$ cat src/rtl/tsb_pkg.sv
package tsb_pkg;

    localparam int BYTE_W  = 8;
    localparam int CODE_W  = 24;
    localparam int COUNT_W = 25;
    localparam int ADDR_W  = 3;
    localparam int DATA_W  = 32;

    localparam logic [COUNT_W-1:0] COUNT_MAX   = 25'h1FF_FFFF;
    localparam logic [COUNT_W-1:0] LIMIT_RESET = 25'd20000;

    // Register index, taken from paddr[2] (byte address 4*i).
    localparam logic REG_LIMIT = 1'b0;

    localparam int Q_DEPTH = 4;
    localparam int Q_PTR_W = 2;
    localparam int Q_CNT_W = 3;

    typedef struct packed {
        logic              command;
        logic [BYTE_W-1:0] byte_value;
    } in_item_t;

    typedef struct packed {
        logic               trigram_valid;
        logic [CODE_W-1:0]  trigram_code;
        logic               is_new;
        logic [COUNT_W-1:0] distinct_count;
        logic               binary_flag;
    } out_item_t;

    typedef enum logic [1:0] {
        OP_START,
        OP_SHIFT,
        OP_TRIGRAM
    } op_kind_t;

    typedef struct packed {
        op_kind_t          kind;
        logic [CODE_W-1:0] code;
    } op_t;

endpackage

$ cat src/rtl/tsb_front.sv
module tsb_front
    import tsb_pkg::*;
#(
    parameter int SYMBOL_BITS = 8
)
(
    input  logic     clk,
    input  logic     rst_n,
    input  logic     item_valid,
    output logic     item_stall,
    input  in_item_t item,
    input  logic     push_ready,
    output logic     push_valid,
    output op_t      push_op
);

    logic [2*SYMBOL_BITS-1:0] window_reg;
    logic [2*SYMBOL_BITS-1:0] window_next;
    logic [1:0]               seen_reg;
    logic [1:0]               seen_next;
    logic [SYMBOL_BITS-1:0]   sym;
    logic                     accept;

    assign item_stall = !push_ready;
    assign accept     = item_valid && push_ready;
    assign push_valid = accept;
    assign sym        = item.byte_value[SYMBOL_BITS-1:0];

    // The window is shifted even after the file turns binary; the back end
    // drops those bytes, and the next start command clears the window.
    always_comb
    begin
        window_next  = window_reg;
        seen_next    = seen_reg;
        push_op.kind = OP_SHIFT;
        push_op.code = '0;
        if (item.command)
        begin
            push_op.kind = OP_START;
            window_next  = '0;
            seen_next    = '0;
        end
        else
        begin
            window_next = {window_reg[SYMBOL_BITS-1:0], sym};
            if (seen_reg >= 2'd2)
            begin
                push_op.kind = OP_TRIGRAM;
                push_op.code = CODE_W'({window_reg, sym});
            end
            else
            begin
                seen_next = seen_reg + 2'd1;
            end
        end
    end

    always_ff @(posedge clk or negedge rst_n)
    begin
        if (!rst_n)
        begin
            window_reg <= '0;
            seen_reg   <= '0;
        end
        else if (accept)
        begin
            window_reg <= window_next;
            seen_reg   <= seen_next;
        end
    end

endmodule

$ cat config.mk
export PLATFORM = sky130hd
export DESIGN_NAME = tsb_front
export DESIGN_NICKNAME = d
export VERILOG_FILES = /design/src/rtl/tsb_pkg.sv /design/src/rtl/tsb_front.sv
export SDC_FILE = /design/constraint.sdc
export NUM_CORES = 1
export LEC_CHECK = 0
export BUFFER_PORTS_ARGS = -buffer_cell sky130_fd_sc_hd__buf_2
export CORE_MARGIN = 3
export CORE_UTILIZATION = 46
export CTS_CLUSTER_DIAMETER = 100
export CTS_CLUSTER_SIZE = 25
export DETAILED_ROUTE_END_ITERATION = 10
export PLACE_DENSITY_LB_ADDON = 0.2
export RECOVER_POWER = 100
export SETUP_SLACK_MARGIN = 0.15
export SLEW_MARGIN = 0
export SYNTH_ARGS = -nofsm -noshare
export SYNTH_HDL_FRONTEND = slang
export SYNTH_SLANG_ARGS = --single-unit
$ cat constraint.sdc
create_clock -name clk -period 1.6 [get_ports clk]
set_input_delay 0.16 -clock clk [delete_from_list [all_inputs] [get_ports clk]]
set_output_delay 0.16 -clock clk [all_outputs]
set_load 0.05 [all_outputs]
### Word-level counts from Yosys, hierarchy flattened

Cells that the tools add are included.

* bits in registers: 18
* input port bits: 13
* output and inout bits: 28
* word-level logic and storage cells: 14

* add/sub/neg operators: 1
* $lt $le $gt $ge: 1
* equality and inequality tests: 1
* multiplexer cells: 6
* reduce and logical (&&, ||, !) cells: 3

Operators by type and width (count)
* $mux 26: 1
* $mux 24: 1
* $mux 16: 1
* $mux 2: 3
* $add 2x1->2 const B: 1
* $ge 2x2->1 const B: 1
* $ne 2x2->1 const B: 1
* $reduce_and 2->1: 1
* $logic_and 1x1->1: 1
* $logic_not 1->1: 1

### Longest topological paths before layout

Gate-level depths: netlist (run 1).

* depth after elaboration: 3
* depth in mapped cells: 6
* gate-level depth less buffers: 5

### Least setup slack after synthesis (run 1)

OpenSTA, ideal clock, no wires.

* kind: flip-flop to output port
* start point: register seen_reg[0]
* end point: output port push_op[24] (netlist bit)
* data arrival time: 1.717 ns
* required time: 1.440 ns
* slack: -0.277 ns
* stages on the path, launching flop included: 4
* path buffers: 0
* path through: dfrtp_1 > inv_1 > ha_1 > nor3_1

RTL lines
* from (decl): RTL line tsb_front.sv:19 `logic [1:0] seen_reg;`
* from (signal assigned): RTL line tsb_front.sv:68 `seen_reg <= seen_next;`
* to (decl): RTL line tsb_front.sv:14 `output op_t push_op`

==> run summary, run 1 <==
### Global route
- **number of antenna violations at the first check in global routing** 0
- **Global Route Usage Sum** 18.2%
- **leftover overflow at the end of global routing** 0
- **maximum number of pins on one net before global-route repair** 21
- **vias in the first global route** 842
- **global-route wire length before repair** 3.71 mm

### Worst setup path
- **CP endpoint** push_op[8]
- **cell with the most instances on the worst path** nor2_4
- **critical path peak fanout** 17
- **number of buffer and inverter instances along the worst setup path** 3
- **worst endpoint data arrival time** 1.57 ns
- **critical path data required time** 1.44 ns
- **WP depth** 6
- **critical path launch point** seen_reg[1]
- **r2r startpoint** seen_reg[1]
- **critical path launch point type** register
- **list of cells traversed by the critical path** buf_4 > nor2_4 > nor2_4 > buf_12 > and2_1 > buf_6
- **largest stage delay on the critical path** 0.44 ns
- **end of the worst register-to-register path** seen_reg[0]
- **flop-to-flop setup slack** 0.27 ns
- **Worst setup EP type** output pin
- **Critical Setup Path Class** reg2out
- **Top delay family on crit path** buffers and inverters
- **critical-path cell with the highest stage delay** dfrtp_1
- **depth of the worst register-to-register path** 6

### Detailed routing
- **Pre-Repair DR Iteration Count** 4
- **count of unresolved DRC violations after routing** 0
- **post-DR wirelength/cell** 15.0 um
- **routed vias** 945
- **topmost layer with routed signal wires** met4
- **wire length the detailed router placed on met1** 1.12 mm
- **post-detailed-route count of antenna-violating nets** 0
- **drt via density** 5.08
- **total met2 wirelength after detailed routing** 1.48 mm
- **detailed router's first-iteration violation count** 18
- **met3 wire length** 168 um
- **routed wire length** 2.79 mm

### Outcome
- **failing checks** setup timing
- **run status** finished, violations left

### Pwr
- **Leakage Power** 0.748 nW
- **Power, Total** 0.00229 W
- **power density over the cells** 1430 nW/um^2
- **largest vdd supply drop** 1060 uV

### Timing
- **final clock period utilization by the worst path** 108%
- **timing-limited maximum frequency** 579 MHz
- **Fin. Hold Viols** 0
- **clock skew** 0.00453 ns
- **endpoints failing setup** 25
- **number of max-slew violations in the final report** 0
- **Max-slew headroom** 32.7%
- **setup repair after global routing missed its margin** true
- **transition time at the pin with the least slew margin** 1.01 ns
- **Period minus WS final** 1.73 ns
- **crit path setup slack, layout** -0.126 ns

### Clock network
- **Clk pin slew, worst setup/hold paths** 0.11 ns
- **Root Driver** clkbuf_4
- **number of buffers inserted during clock tree synthesis** 3
- **CTS tree** done
- **depth of the CTS H-tree** 1
- **clock insertion delay at the later pin of the skew report** 0.29 ns
- **Bufs on Longest Clock Path** 2
- **sink count of the clock tree** 18

### Finish
- **final std cells w/o fill** 186
- **layout cell share with drive strength beyond 1** 47.8%
- **highest-count cells in the layout ignoring fill and taps** buf_6, nand2_1, dfrtp_1, nand2b_1, buf_2
- **max reg flops** 16
- **NumNets Final** 176
- **Antenna Diode Count** 0
- **layout-stage area growth over the synthesis result** 66.6%
- **most common cell after layout, fill and taps aside** buf_6
- **layout filler cell count** 101

### Yosys
- **part of the Yosys area used for sequential elements** 46.9%
- **net count after synthesis** 126
- **number of warning messages in the yosys log** 0
- **flops & latches, synth** 18
- **mean instance size in the synthesized netlist** 8.57 um^2
- **summed instance area of the synthesized netlist** 960 um^2
- **count of different cell masters after synthesis** 19
- **instance count of the mapped netlist** 112

### Placement
- **routability-driven placement congestion ratio** 0.799
- **hpwl dp** 1.50 mm
- **total of buffers placed on input and output ports** 40
- **instance count after placement with tap cells included** 177

### Die
- **die area** 2670 um^2
- **std cell rows** 15
- **die extent in x** 51.7 um
- **number of primary I/O pins** 41
- **overall die height** 51.7 um
- **total core area** 1840 um^2
- **initial standard-cell utilization of the core** 52.2%

### Min path
- **class of the worst hold path** in2reg

### Run
- **max-cap violation count** 0

worst min path at each step:
stage	start	endpoint	slack, ns	cells past startpoint
floorplan	rst_n	seen_reg[0]	-0.14	0
global placement	rst_n	window_reg[15]	0.11	1
detailed placement	rst_n	window_reg[15]	0.11	1
CTS	item[0]	window_reg[0]	0.15	3
global route	item[1]	window_reg[1]	0.22	3
finish	item[0]	window_reg[0]	0.21	3
routing by layer:
layer	up-vias	track usage (%)
met5	-	0
met4	0	3.93
met3	2	2.58
met2	47	34.5
met1	439	21.4
li1	457	-
stage by stage:
step                utilization, %  cell area [um^2]  worst slack [ns]  hold slack [ns]  setup TNS (ns)
floorplan                        -              1020            0.0915           -0.136               0
global placement              68.4              1260             0.118            0.111               0
detailed placement            68.4              1260            0.0772            0.114               0
CTS                           79.1              1460           -0.0913            0.152           -1.61
global route                  86.9              1600            -0.193            0.221           -3.93
finish                        86.9              1600            -0.126            0.207           -2.55
report_power, final:
| part | leakage (nW) | switching [W] | total [W] | internal (W) |
|---|---|---|---|---|
| Sequential | 0.238 | 0.0000526 | 0.000570 | 0.000517 |
| Combinational | 0.489 | 0.000820 | 0.00144 | 0.000620 |
| Clock | 0.0210 | 0.000146 | 0.000284 | 0.000139 |
| Total | 0.748 | 0.00102 | 0.00229 | 0.00128 |
worst register-to-register path: stages, from the launching register on:
cell and delay, ns:
dfrtp_1 0.44, buf_4 0.17, nor2_4 0.14, buf_4 0.16, clkbuf_16 0.16, nand3_1 0.08
o311ai_2 0.08
cell families after synthesis:
group | synth area share [%]
flip-flops | 46.9
adder cells (fa/ha/maj) | 1.30
AND/OR/NAND/NOR | 34.7
AO/OA/AOI/OAI | 11.1
buffers and inverters | 6.00
synth_stat cells:
cell type | number | area (um^2)
nor2_4 | 1 | 11.3
buf_4 | 2 | 15.0
o21ai_1 | 12 | 60.1
o21ai_0 | 4 | 20.0
clkbuf_2 | 1 | 5.00
buf_2 | 3 | 15.0
a21oi_1 | 2 | 10.0
nor2_1 | 10 | 37.5
and2_1 | 16 | 100
dfrtp_1 | 18 | 450
o311ai_2 | 1 | 16.3
nor3_1 | 1 | 5.00
nor2_2 | 1 | 6.26
nand2b_1 | 16 | 100
ha_1 | 1 | 12.5
buf_6 | 1 | 11.3
nand3_1 | 1 | 5.00
nand2_1 | 18 | 67.6
inv_1 | 3 | 11.3
area by class of cell:
type	count	area [um^2]	area share, %
inverters	3	11.3	0.704
well taps	25	31.3	1.96
clock buffers	4	36.3	2.27
multi-input cells	84	557	34.8
flip-flops and latches	18	450	28.2
repair buffers	52	513	32.1
what timing repair did:
item / 4_1_cts / 5_1_grt
buffers inserted: 1 / 2
endpoints found under the hold margin: 18 / 0
hold buffers: 1 / 0
cloned: 0 / 1
pin swaps: 2 / 8
setup endpoints to repair: 26 / 26
resized for setup: 46 / 25
No activity file was read; power rests on OpenSTA's default activity.
==> run 2, diff against run 1 <==
- CORE_UTILIZATION: 46 -> 50
- SETUP_SLACK_MARGIN: 0.15 -> unset
- clock period: 1.6 -> 2 ns (I/O delays scaled with it)
==> run summary, run 2 (synthesis results as in run 1) <==
### Clock network
- **total of cells resized after clock tree synthesis** 0
- **clock insertion delay at the later pin of the skew report** 0.29 ns
- **Bufs on Longest Clock Path** 2
- **sink count of the clock tree** 18
- **Root Driver** clkbuf_4
- **Clk pin slew, worst setup/hold paths** 0.10 ns
- **number of buffers inserted during clock tree synthesis** 3
- **CTS tree** done
- **depth of the CTS H-tree** 1

### Finish
- **most common cell after layout, fill and taps aside** buf_2
- **Non-Filler Cell Area, Final** 1220 um^2
- **layout-stage area growth over the synthesis result** 26.7%
- **max reg flops** 16
- **layout cell share with drive strength beyond 1** 30.7%
- **highest-count cells in the layout ignoring fill and taps** buf_2, nand2_1, dfrtp_1
- **NumNets Final** 169
- **Antenna Diode Count** 0

### Die
- **overall die height** 49.8 um
- **total core area** 1760 um^2
- **die area** 2480 um^2
- **die extent in x** 49.8 um
- **number of primary I/O pins** 41
- **std cell rows** 15
- **initial standard-cell utilization of the core** 54.4%

### Worst setup path
- **critical path launch point type** register
- **critical path data required time** 1.80 ns
- **flop-to-flop setup slack** 0.68 ns
- **list of cells traversed by the critical path** inv_1 > ha_1 > nor2_2 > nor2_4 > buf_12 > and2_1 > clkbuf_2
- **depth of the worst register-to-register path** 6
- **largest stage delay on the critical path** 0.41 ns
- **critical-path cell with the highest stage delay** dfrtp_1
- **Critical Setup Path Class** reg2out
- **Worst setup EP type** output pin
- **worst endpoint data arrival time** 1.72 ns
- **critical path peak fanout** 17

### Detailed routing
- **post-detailed-route count of antenna-violating nets** 0
- **Pre-Repair DR Iteration Count** 4
- **routed wire length** 1.91 mm
- **count of unresolved DRC violations after routing** 0
- **post-DR wirelength/cell** 10.7 um
- **routed vias** 842
- **detailed router's first-iteration violation count** 6
- **drt via density** 4.73

### Min path
- **worst hold path stage count** 3
- **class of the worst hold path** in2reg

### Timing
- **Worst Hold Slack** 0.198 ns
- **number of max-slew violations in the final report** 0
- **Max-slew headroom** 36.4%
- **summed negative setup slack over all endpoints** 0 ns
- **endpoints failing setup** 0
- **Fin. Hold Viols** 0
- **transition time at the pin with the least slew margin** 0.954 ns
- **final clock period utilization by the worst path** 96.1%
- **clock skew** 0.00704 ns
- **Period minus WS final** 1.92 ns
- **timing-limited maximum frequency** 520 MHz

### Pwr
- **Leakage Power** 0.639 nW
- **largest vdd supply drop** 865 uV
- **power density over the cells** 1060 nW/um^2

### Outcome
- **run status** completed

### Placement
- **total cell area at the placement stage** 1170 um^2
- **hpwl dp** 1.42 mm
- **total of buffers placed on input and output ports** 40
- **routability-driven placement congestion ratio** 0.718

### Global route
- **leftover overflow at the end of global routing** 0
- **vias in the first global route** 798
- **maximum number of pins on one net before global-route repair** 22
- **Global Route Usage Sum** 17.1%
- **number of antenna violations at the first check in global routing** 0
- **global-route wire length before repair** 3.31 mm

### Run
- **max-cap violation count** 0

-- run 2: through the flow --
step	util, %	instances	power (W)	worst slack, ns
finish	68.9	178	0.00129	0.0776
global route	68.9	178	0.00137	-0.00799
CTS	68.0	177	0.00127	0.0270
detailed placement	66.2	173	0.00110	0.356
global placement	66.2	173	0.00108	0.399
floorplan	-	112	0.000968	0.0828
-- run 2: final timing paths --
path                                      from              to
worst max-delay path               seen_reg[0]     push_op[20]
worst min-delay path                   item[5]   window_reg[5]
worst max register to register     seen_reg[0]     seen_reg[0]
worst min register to register  window_reg[10]  window_reg[10]
max in group asynchronous                rst_n   window_reg[8]
min in group asynchronous                rst_n   window_reg[2]
-- run 2: layout make-up --
cell class / count / area [um^2]
Sequential cell: 18 / 450
Tap cell: 25 / 31.3
Clock buffer: 3 / 22.5
Multi-Input combinational cell: 84 / 452
Timing Repair Buffer: 45 / 249
Inverter: 3 / 11.3
Fill cell: 181 / 548
-- run 2: worst max-delay path, delay by kind of cell, from the launching register on --
| kind | cells | cell delay (ns) |
|---|---|---|
| AND/OR/NAND/NOR | 3 | 0.32 |
| adder cells (fa/ha/maj) | 1 | 0.21 |
| buffers and inverters | 3 | 0.49 |
| flip-flops | 1 | 0.41 |
-- run 2: repair_timing --
action | CTS | global route
hold endpoints to repair | 18 | 0
hold buffers | 1 | 0
endpoints found under the setup margin | 0 | 16
buffers inserted | 0 | 1
-- run 2: layer usage --
layer	vias up	GRT usage, %	routed length [um]
met5	-	0	0
met4	0	5.53	12
met3	2	3.32	104
met2	22	30.2	974
met1	382	20.8	816
li1	436	-	-
-- run 2: report_power, final --
group | internal (W) | leakage [nW] | switching (W)
combinational | 0.000191 | 0.387 | 0.000472
clock | 0.0000699 | 0.0138 | 0.000104
sequential | 0.000414 | 0.238 | 0.0000386
