[src/rtl/tsb_pkg.sv]
package tsb_pkg;

    localparam int BYTE_W  = 8;
    localparam int CODE_W  = 24;
    localparam int COUNT_W = 25;
    localparam int ADDR_W  = 3;
    localparam int DATA_W  = 32;

    localparam logic [COUNT_W-1:0] COUNT_MAX   = 25'h1FF_FFFF;
    localparam logic [COUNT_W-1:0] LIMIT_RESET = 25'd20000;

    // Register index, taken from paddr[2] (byte address 4*i).
    localparam logic REG_LIMIT = 1'b0;

    localparam int Q_DEPTH = 4;
    localparam int Q_PTR_W = 2;
    localparam int Q_CNT_W = 3;

    typedef struct packed {
        logic              command;
        logic [BYTE_W-1:0] byte_value;
    } in_item_t;

    typedef struct packed {
        logic               trigram_valid;
        logic [CODE_W-1:0]  trigram_code;
        logic               is_new;
        logic [COUNT_W-1:0] distinct_count;
        logic               binary_flag;
    } out_item_t;

    typedef enum logic [1:0] {
        OP_START,
        OP_SHIFT,
        OP_TRIGRAM
    } op_kind_t;

    typedef struct packed {
        op_kind_t          kind;
        logic [CODE_W-1:0] code;
    } op_t;

endpackage

[src/rtl/tsb_queue.sv]
module tsb_queue
    import tsb_pkg::*;
(
    input  logic clk,
    input  logic rst_n,
    input  logic push_valid,
    output logic push_ready,
    input  op_t  push_op,
    output logic pop_valid,
    input  logic pop,
    output op_t  pop_op
);

    op_t                slot_reg [Q_DEPTH];
    logic [Q_PTR_W-1:0] head_reg;
    logic [Q_PTR_W-1:0] tail_reg;
    logic [Q_CNT_W-1:0] count_reg;
    logic               do_push;
    logic               do_pop;

    assign push_ready = (count_reg != Q_CNT_W'(Q_DEPTH));
    assign pop_valid  = (count_reg != '0);
    assign pop_op     = slot_reg[head_reg];
    assign do_push    = push_valid && push_ready;
    assign do_pop     = pop && pop_valid;

    always_ff @(posedge clk)
    begin
        if (do_push)
        begin
            slot_reg[tail_reg] <= push_op;
        end
    end

    always_ff @(posedge clk or negedge rst_n)
    begin
        if (!rst_n)
        begin
            head_reg  <= '0;
            tail_reg  <= '0;
            count_reg <= '0;
        end
        else
        begin
            if (do_push)
            begin
                tail_reg <= tail_reg + Q_PTR_W'(1);
            end
            if (do_pop)
            begin
                head_reg <= head_reg + Q_PTR_W'(1);
            end
            if (do_push && !do_pop)
            begin
                count_reg <= count_reg + Q_CNT_W'(1);
            end
            else if (do_pop && !do_push)
            begin
                count_reg <= count_reg - Q_CNT_W'(1);
            end
        end
    end

endmodule

[config.mk]
export PLATFORM = sky130hd
export DESIGN_NAME = tsb_queue
export DESIGN_NICKNAME = d
export VERILOG_FILES = /design/src/rtl/tsb_pkg.sv /design/src/rtl/tsb_queue.sv
export SDC_FILE = /design/constraint.sdc
export NUM_CORES = 1
export LEC_CHECK = 0
export ABC_AREA = 1
export BUFFER_PORTS_ARGS = -buffer_cell sky130_fd_sc_hd__buf_2
export CAP_MARGIN = 20
export CORE_AREA = 3 3 96 98
export CTS_BUF_LIST = sky130_fd_sc_hd__clkbuf_16
export CTS_CLUSTER_SIZE = 8
export DETAILED_ROUTE_END_ITERATION = 10
export DIE_AREA = 0 0 99 101
export PLACE_DENSITY_LB_ADDON = 0.08
export SYNTH_ARGS = -nofsm -noshare
export SYNTH_HDL_FRONTEND = slang
export SYNTH_SLANG_ARGS = --single-unit
export TNS_END_PERCENT = 30
[constraint.sdc]
create_clock -name clk -period 3.1 [get_ports clk]
set_clock_uncertainty 0.2 [all_clocks]
set_input_delay 0.775 -clock clk [delete_from_list [all_inputs] [get_ports clk]]
set_output_delay 0.775 -clock clk [all_outputs]
set_load 0.005 [all_outputs]
Word-level counts from Yosys, hierarchy flattened
Memory sizes are Yosys's and may differ from the RTL's. Cells that the tools add are included.

Register bits: 7. Bits in writable memories: 104. Input bits: 30. Memories: 1.

Memories: slot_reg (depth 4, width 26, rd ports 1, clocked after Yosys merged registers in 0, wr ports 1, RTL line tsb_queue.sv:14) `op_t slot_reg [Q_DEPTH];`.

$add $sub $neg: 4. Eq/ne operators: 1. Multiplexer cells: 4. Reduce and logical (&&, ||, !) cells: 8.

Operators with widths (number): $mux W3 (2); $add A2 B1 Y2 const B (2); $logic_and A1 B1 Y1 (4); $add A3 B1 Y3 const B (1); $ne A3 B3 Y1 const B (1); $reduce_bool A3 Y1 (1); $sub A3 B1 Y3 const B (1); $logic_not A1 Y1 (2); $mux W1 (2); $reduce_bool A2 Y1 (1).

Depth between registers and ports, before layout
Gate-level depths: netlist (run 1).

Depth in word-level cells: 6. Mapped depth: 12.

Worst setup path after synthesis (run 1)
Ideal clock, no wire load.

Path kind: input port to flip-flop. Start: in push_valid. End: mem slot_reg[0][0] (netlist name), enable pin. Library setup time: 0.409 ns. Arrival time: 2.045 ns. Data required time: 2.491 ns. Slack: 0.447 ns. Stages: 2. Cell sequence: nand2_1 nor2_1.

Cells in the longest elaborated chain, start to end: 3.

Ends and longest elaborated chain: from (decl) (RTL line tsb_queue.sv:6) `input logic push_valid,`; $logic_and A1 B1 Y1 (RTL line tsb_queue.sv:24) `assign do_push = push_valid && push_ready;`; $mux W1 (RTL line tsb_queue.sv:29) `if (do_push)`; $mux W1 (not written as such) (RTL line tsb_queue.sv:31) `slot_reg[tail_reg] <= push_op;`; to (decl) (RTL line tsb_queue.sv:14).

No other way between the ends.

==> results of run 1 <==
==> stage by stage <==
stage	cells	hold WS, ns	setup slack (ns)	cell area, um2
6_report	535	0.0536	0.328	5530
5_1_grt	535	0.0566	0.173	5530
4_1_cts	535	0.0519	0.295	5530
3_5_place_dp	519	0.314	0.602	5240
3_3_place_gp	519	0.284	0.646	5240
2_1_floorplan	362	0.263	0.447	4880
==> routing by layer <==
metal  GRT usage (%)  vias to the layer above  wire, um
li1                -                     1360         -
met4            7.35                        0       115
met1            23.1                     1351      3680
met5               0                        -         0
met2            30.3                       47      4340
met3            2.63                        9       271
==> final timing paths <==
path | slack, ns | depth (start not counted) | from | end
max in group asynchronous | 2.47 | 1 | rst_n | head_reg[1]
worst max-delay path | 0.33 | 6 | head_reg[0] | pop_op[18]
worst max register to register | 0.83 | 11 | count_reg[1] | count_reg[2]
worst min register to register | 0.32 | 2 | count_reg[2] | count_reg[2]
min in group clk | 0.32 | 2 | count_reg[2] | count_reg[2]
worst min-delay path | 0.05 | 1 | rst_n | tail_reg[1]
==> logic make-up after synthesis <==
| family | count (synthesis) | share of synthesized area [%] |
|---|---|---|
| AO/OA/AOI/OAI | 53 | 13.1 |
| buffers and inverters | 84 | 9.02 |
| XOR/XNOR | 1 | 0.179 |
| AND/OR/NAND/NOR | 107 | 8.45 |
| flip-flops | 111 | 67.5 |
| adder cells (fa/ha/maj) | 6 | 1.69 |
==> final cells by class <==
type,instances,area [um2]
Clock buffer,9,225
Clock inverter,7,66.3
Fill cell,648,3020
Inverter,68,263
Multi-Input combinational cell,167,1170
Sequential cell,111,3300
Tap cell,108,135
Timing Repair Buffer,65,370
==> layout by cell type (no fill, tap or decap), drive strengths merged, types with 4 or more instances in the layout <==
cell type | netlist | final
clkbuf | 0 | 9
nand2 | 95 | 95
o211ai | 52 | 52
nor2 | 4 | 4
buf | 16 | 65
dfrtp | 7 | 7
edfxtp | 104 | 104
ha | 5 | 5
inv | 67 | 69
nand3 | 7 | 7
clkinv | 1 | 4
==> power by group through the flow <==
stage / Combinational (uW) / Sequential [uW] / Clock (uW)
2_1_floorplan: 1450 / 2110 / 0
3_3_place_gp: 1840 / 2160 / 0
3_5_place_dp: 1880 / 2180 / 0
4_1_cts: 1890 / 2140 / 1140
5_1_grt: 2080 / 2170 / 1200
6_report: 1850 / 2140 / 1120
==> flow_summary_export.csv, run 1 <==
group,metric,value,unit
worst_setup_path,path_delay_family,"buffers and inverters",
logic_synthesis,ys_ff_latch,111,
job,drv_cap,0,
logic_synthesis,yosysSeqAreaShare,67.5,%
power_and_ir_drop,netSwitchingPower,1790,uW
outcome,outcome,"complete, no violations",
sta,min_period_over_period,89.4,%
drt,drt-vias-per-instance,5.17,
power_and_ir_drop,leakage,0.00234,uW
clock_network,clock_latency,0.34,ns
floorplan,core_area,8550,um2
worst_setup_path,cp-end-kind,"output pin",
sta,post-route-min-period,2.77,ns
power_and_ir_drop,clkPwrFrac,21.9,%
placed_design,place_congestion,0.743,
floorplan,die_h,101,um
logic_synthesis,syn-num-nets,398,
worst_setup_path,crit_buf_inv,3,
drt,ant_nets,0,
worst_setup_path,max_stage_delay,0.42,ns
worst_setup_path,crit_fanout,42,
cells_and_area,post-route-util,64.7,%
floorplan,rows,34,
drt,dr_total_vias,2767,
cells_and_area,largest_register_ffs,104,
clock_network,cts_tree,"done",
logic_synthesis,async_reset_ff_share,6.31,%
drt,drt-initial-drc-count,99,
worst_setup_path,crit_arrival,1.80,ns
floorplan,ios,58,
logic_synthesis,ys_types,21,
worst_setup_path,crit_type,"flop to output pin",
placed_design,portBuffers,57,
clock_network,cts_setup_buffers,0,
global_route,grt_max_degree,43,
clock_network,ctsResizeCount,0,
placed_design,dp_hpwl,5210,um
power_and_ir_drop,max-vdd-ir-drop,735,uV
worst_setup_path,cp.required,2.12,ns
logic_synthesis,synth_area_leaders,"edfxtp_1 (64%), o211ai_2 (13%), nand2_1 (7.3%)",
worst_setup_path,critPathLaunchType,"flop",
logic_synthesis,yosysTopAreaCellShare,64.0,%
global_route,gr-total-overflow,0,
drt,drt-pass1-iter-count,4,
floorplan,start_util,57.1,%
clock_network,clockBufferDepth,2,
logic_synthesis,netlist_top_cells_count,"edfxtp_1 (104), nand2_1 (95), inv_1 (63), o211ai_2 (49)",
cells_and_area,synthToLayoutAreaGrowth,13.3,%
worst_setup_path,crit_path_cell_trace,"inv_4 -> buf_12 -> nand2_1 -> o211ai_2 -> nand2_1 -> buf_2",
drt,routed_wl,8410,um
clock_network,clock_sinks,111,
power_and_ir_drop,p_seq_share,41.9,%
clock_network,holdBufCountCts,0,
clock_network,htreeDepth,3,
logic_synthesis,yosysTopAreaCell,"edfxtp_1",
logic_synthesis,netlist_instances,362,
clock_network,root_buffer,"clkbuf_16",
global_route,grt_pass1_wl,13800,um
logic_synthesis,syn_avg_cell_area,13.5,um2
hold_path,hold_path_class,"primary input to async pin",
global_route,grt_usage,17.8,%
logic_synthesis,synth_flop_cell,"edfxtp_1",
power_and_ir_drop,p_int,3310,uW
drt,wl_per_cell,15.7,um
cells_and_area,nNetsFinal,458,
power_and_ir_drop,powerDensity,923,nW/um2
sta,worstMarginPinSlew,0.557,ns
floorplan,dieArea,10000,um2
power_and_ir_drop,p_sw_share,35.1,%
sta,rsz0062_at_grt,"false",
drt,drc,0,
sta,fin_tns_setup,0,ns
sta,hold_viol_final,0,
worst_setup_path,cp_common_cell,"nand2_1",
clock_network,path_clk_slew,0.07,ns
clock_network,numCtsBuffers,9,
logic_synthesis,yosysMostFrequentCell,"edfxtp_1",
worst_setup_path,cpMaxStageDelayCell,"dfrtp_1",
global_route,antenna_found_initial,0,
logic_synthesis,synth_area,4880,um2
cells_and_area,antennaDiodeCount,0,
floorplan,die_w,99,um
power_and_ir_drop,combPwrFrac,36.2,%
sta,slew_headroom,62.8,%
sta,setup-violations-final,0,
power_and_ir_drop,power,5110,uW
sta,fmax,361,MHz
logic_synthesis,synth_edf_count,104,
sta,slew_viol_final,0,
cells_and_area,layout-drive-gt1-share,31.9,%
logic_synthesis,ys_warn_count,0,
global_route,grt_pass1_vias,2781,
Power figures use the tool's default switching activity.
==> run 2: changes to the inputs <==
CORE_AREA = 3 3 95 97   (was 3 3 96 98)
CTS_BUF_LIST = sky130_fd_sc_hd__clkbuf_4   (was sky130_fd_sc_hd__clkbuf_16)
DIE_AREA = 0 0 98 100   (was 0 0 99 101)
GPL_TIMING_DRIVEN = 0   (was unset)
==> run 2 against run 1 <==
Power decreased by 2.8%. Worst setup slack better by 0.094 ns. Critical path depth did not move. Maximum frequency rose by 3.5%. Sequential power decreased by 2%. Largest power group is now combinational logic. Cell count grew 1.1%. First-iteration DRC count is 34% higher. Sequential share of layout area rose by 0.40 points. Highest routed layer unchanged.
==> flow_summary_export.csv, run 2 (synthesized netlist as in run 1, its figures left out) <==
group,metric,value,unit
placed_design,portBuffers,57,
floorplan,die_w,98,um
cells_and_area,largest_register_ffs,104,
sta,fmax,373,MHz
cells_and_area,nNetsFinal,467,
sta,setup-violations-final,0,
placed_design,pre_cts_slack,0.517,ns
placed_design,dp_hpwl,5530,um
clock_network,path_clk_slew,0.18,ns
floorplan,core_area,8220,um2
sta,rsz0062_at_grt,"false",
drt,drt-initial-drc-count,133,
clock_network,numCtsBuffers,9,
global_route,grt_pass1_wl,14200,um
worst_setup_path,cp-end-kind,"output pin",
sta,slew_headroom,41.1,%
global_route,antenna_found_initial,0,
power_and_ir_drop,powerDensity,903,nW/um2
sta,fin_tns_setup,0,ns
drt,drt-vias-per-instance,5.11,
floorplan,die_h,100,um
worst_setup_path,crit_fanout,10,
drt,drt-pass1-iter-count,4,
clock_network,clock_sinks,111,
worst_setup_path,crit_arrival,1.70,ns
floorplan,dieArea,9800,um2
cells_and_area,fill_cells,633,
worst_setup_path,max_stage_delay,0.46,ns
power_and_ir_drop,max-vdd-ir-drop,495,uV
clock_network,clockBufferDepth,2,
worst_setup_path,cp.required,2.12,ns
job,drv_cap,0,
clock_network,clock_latency,0.46,ns
outcome,outcome,"complete, no violations",
worst_setup_path,crit_path_cell_trace,"inv_2 -> buf_2 -> nand2_1 -> o211ai_2 -> nand2_1 -> buf_2",
drt,routed_wl,8890,um
sta,post-route-min-period,2.68,ns
drt,ant_nets,0,
global_route,grt_pass1_vias,2784,
worst_setup_path,crit_type,"flop to output pin",
worst_setup_path,critPathLaunchType,"flop",
power_and_ir_drop,leakage,0.00233,uW
clock_network,cts_tree,"done",
sta,setup_ws,0.422,ns
worst_setup_path,cpMaxStageDelayCell,"dfrtp_1",
cells_and_area,synthToLayoutAreaGrowth,12.5,%
drt,wl_per_cell,16.4,um
floorplan,ios,58,
global_route,grt_usage,19.0,%
clock_network,cts_setup_buffers,0,
clock_network,htreeDepth,3,
clock_network,root_buffer,"clkbuf_4",
cells_and_area,final_cell_mix,"edfxtp_1 (104), nand2_1 (95), inv_1 (63)",
floorplan,rows,33,
hold_path,hold_path_class,"primary input to flop",
placed_design,place_congestion,0.745,
sta,hold_viol_final,0,
cells_and_area,final_common_cell,"edfxtp_1",
floorplan,start_util,59.4,%
sta,worstMarginPinSlew,0.882,ns
drt,drc,0,
global_route,grt_max_degree,27,
global_route,gr-total-overflow,0,
cells_and_area,layout-drive-gt1-share,33.5,%
cells_and_area,antennaDiodeCount,0,
sta,min_period_over_period,86.4,%
drt,dr_total_vias,2764,
sta,slew_viol_final,0,
## run 2: cell types whose count changed in the layout (fill, tap and decap cells not counted), sizes merged
cell         previous run  this run
buf                    65        73
inv                    69        71
clkinv                  4         3
clkinvlp                1         0
dlygate4sd3             0         1
## run 2: stage by stage
step           hold WS (ns)  instance area [um2]  instances  power (uW)  util, %
3_5_place_dp          0.298                 5330        524        4280     64.9
2_1_floorplan         0.263                 4880        362        3560        -
3_3_place_gp          0.279                 5300        524        4200     64.5
4_1_cts               0.291                 5500        541        5020     66.9
6_report              0.309                 5500        541        4960     66.9
5_1_grt               0.297                 5500        541        5300     66.9
## run 2: metal layers
| layer | wire length, um | global-route usage [%] | vias up |
|---|---|---|---|
| li1 | - | - | 1378 |
| met1 | 3900 | 23.4 | 1320 |
| met2 | 4580 | 34.0 | 57 |
| met3 | 302 | 3.75 | 9 |
| met4 | 109 | 6.39 | 0 |
| met5 | 0 | 0 | - |
## run 2: worst max-delay path, delay by kind of cell, from the launching register on
family	cells	cell delay, ns
simple gates	2	0.19
compound gates	1	0.07
flops	1	0.46
buf+inv	3	0.53
## run 2: power breakdown
group	switching (uW)	internal [uW]	total, uW	leakage [uW]
clock network	492	267	759	0.0000849
registers	113	1980	2090	0.00104
logic	1270	836	2110	0.00121
total	1880	3080	4960	0.00233
## run 2: layout make-up
| type | count | area (um2) | area share [%] |
|---|---|---|---|
| plain buffers | 16 | 180 | 3.28 |
| clock inverters | 7 | 87.6 | 1.59 |
| clock buffers | 9 | 67.6 | 1.23 |
| well taps | 105 | 131 | 2.39 |
| repair buffers | 58 | 295 | 5.37 |
| flip-flops and latches | 111 | 3300 | 60.0 |
| multi-input cells | 167 | 1170 | 21.4 |
| inverters | 68 | 260 | 4.74 |
## run 2: path summary, 6_finish.rpt
kind | slack (ns) | startpoint | endpoint | cells after the start
min in group asynchronous | 0.45 | rst_n | count_reg[2] | 2
max in group asynchronous | 2.07 | rst_n | head_reg[1] | 2
worst max-delay path | 0.42 | head_reg[0] | pop_op[2] | 6
worst min register to register | 0.34 | count_reg[2] | count_reg[2] | 2
worst max register to register | 0.75 | count_reg[1] | slot_reg[3][25] | 4
worst min-delay path | 0.31 | push_op[14] | slot_reg[3][14] | 1
## run 2: timing repair
| action | 4_1_cts | 5_1_grt |
|---|---|---|
| resized for setup | 0 | 0 |
| endpoints found under the hold margin | 7 | 0 |
| endpoints found under the setup margin | 0 | 0 |
| hold buffers | 1 | 0 |
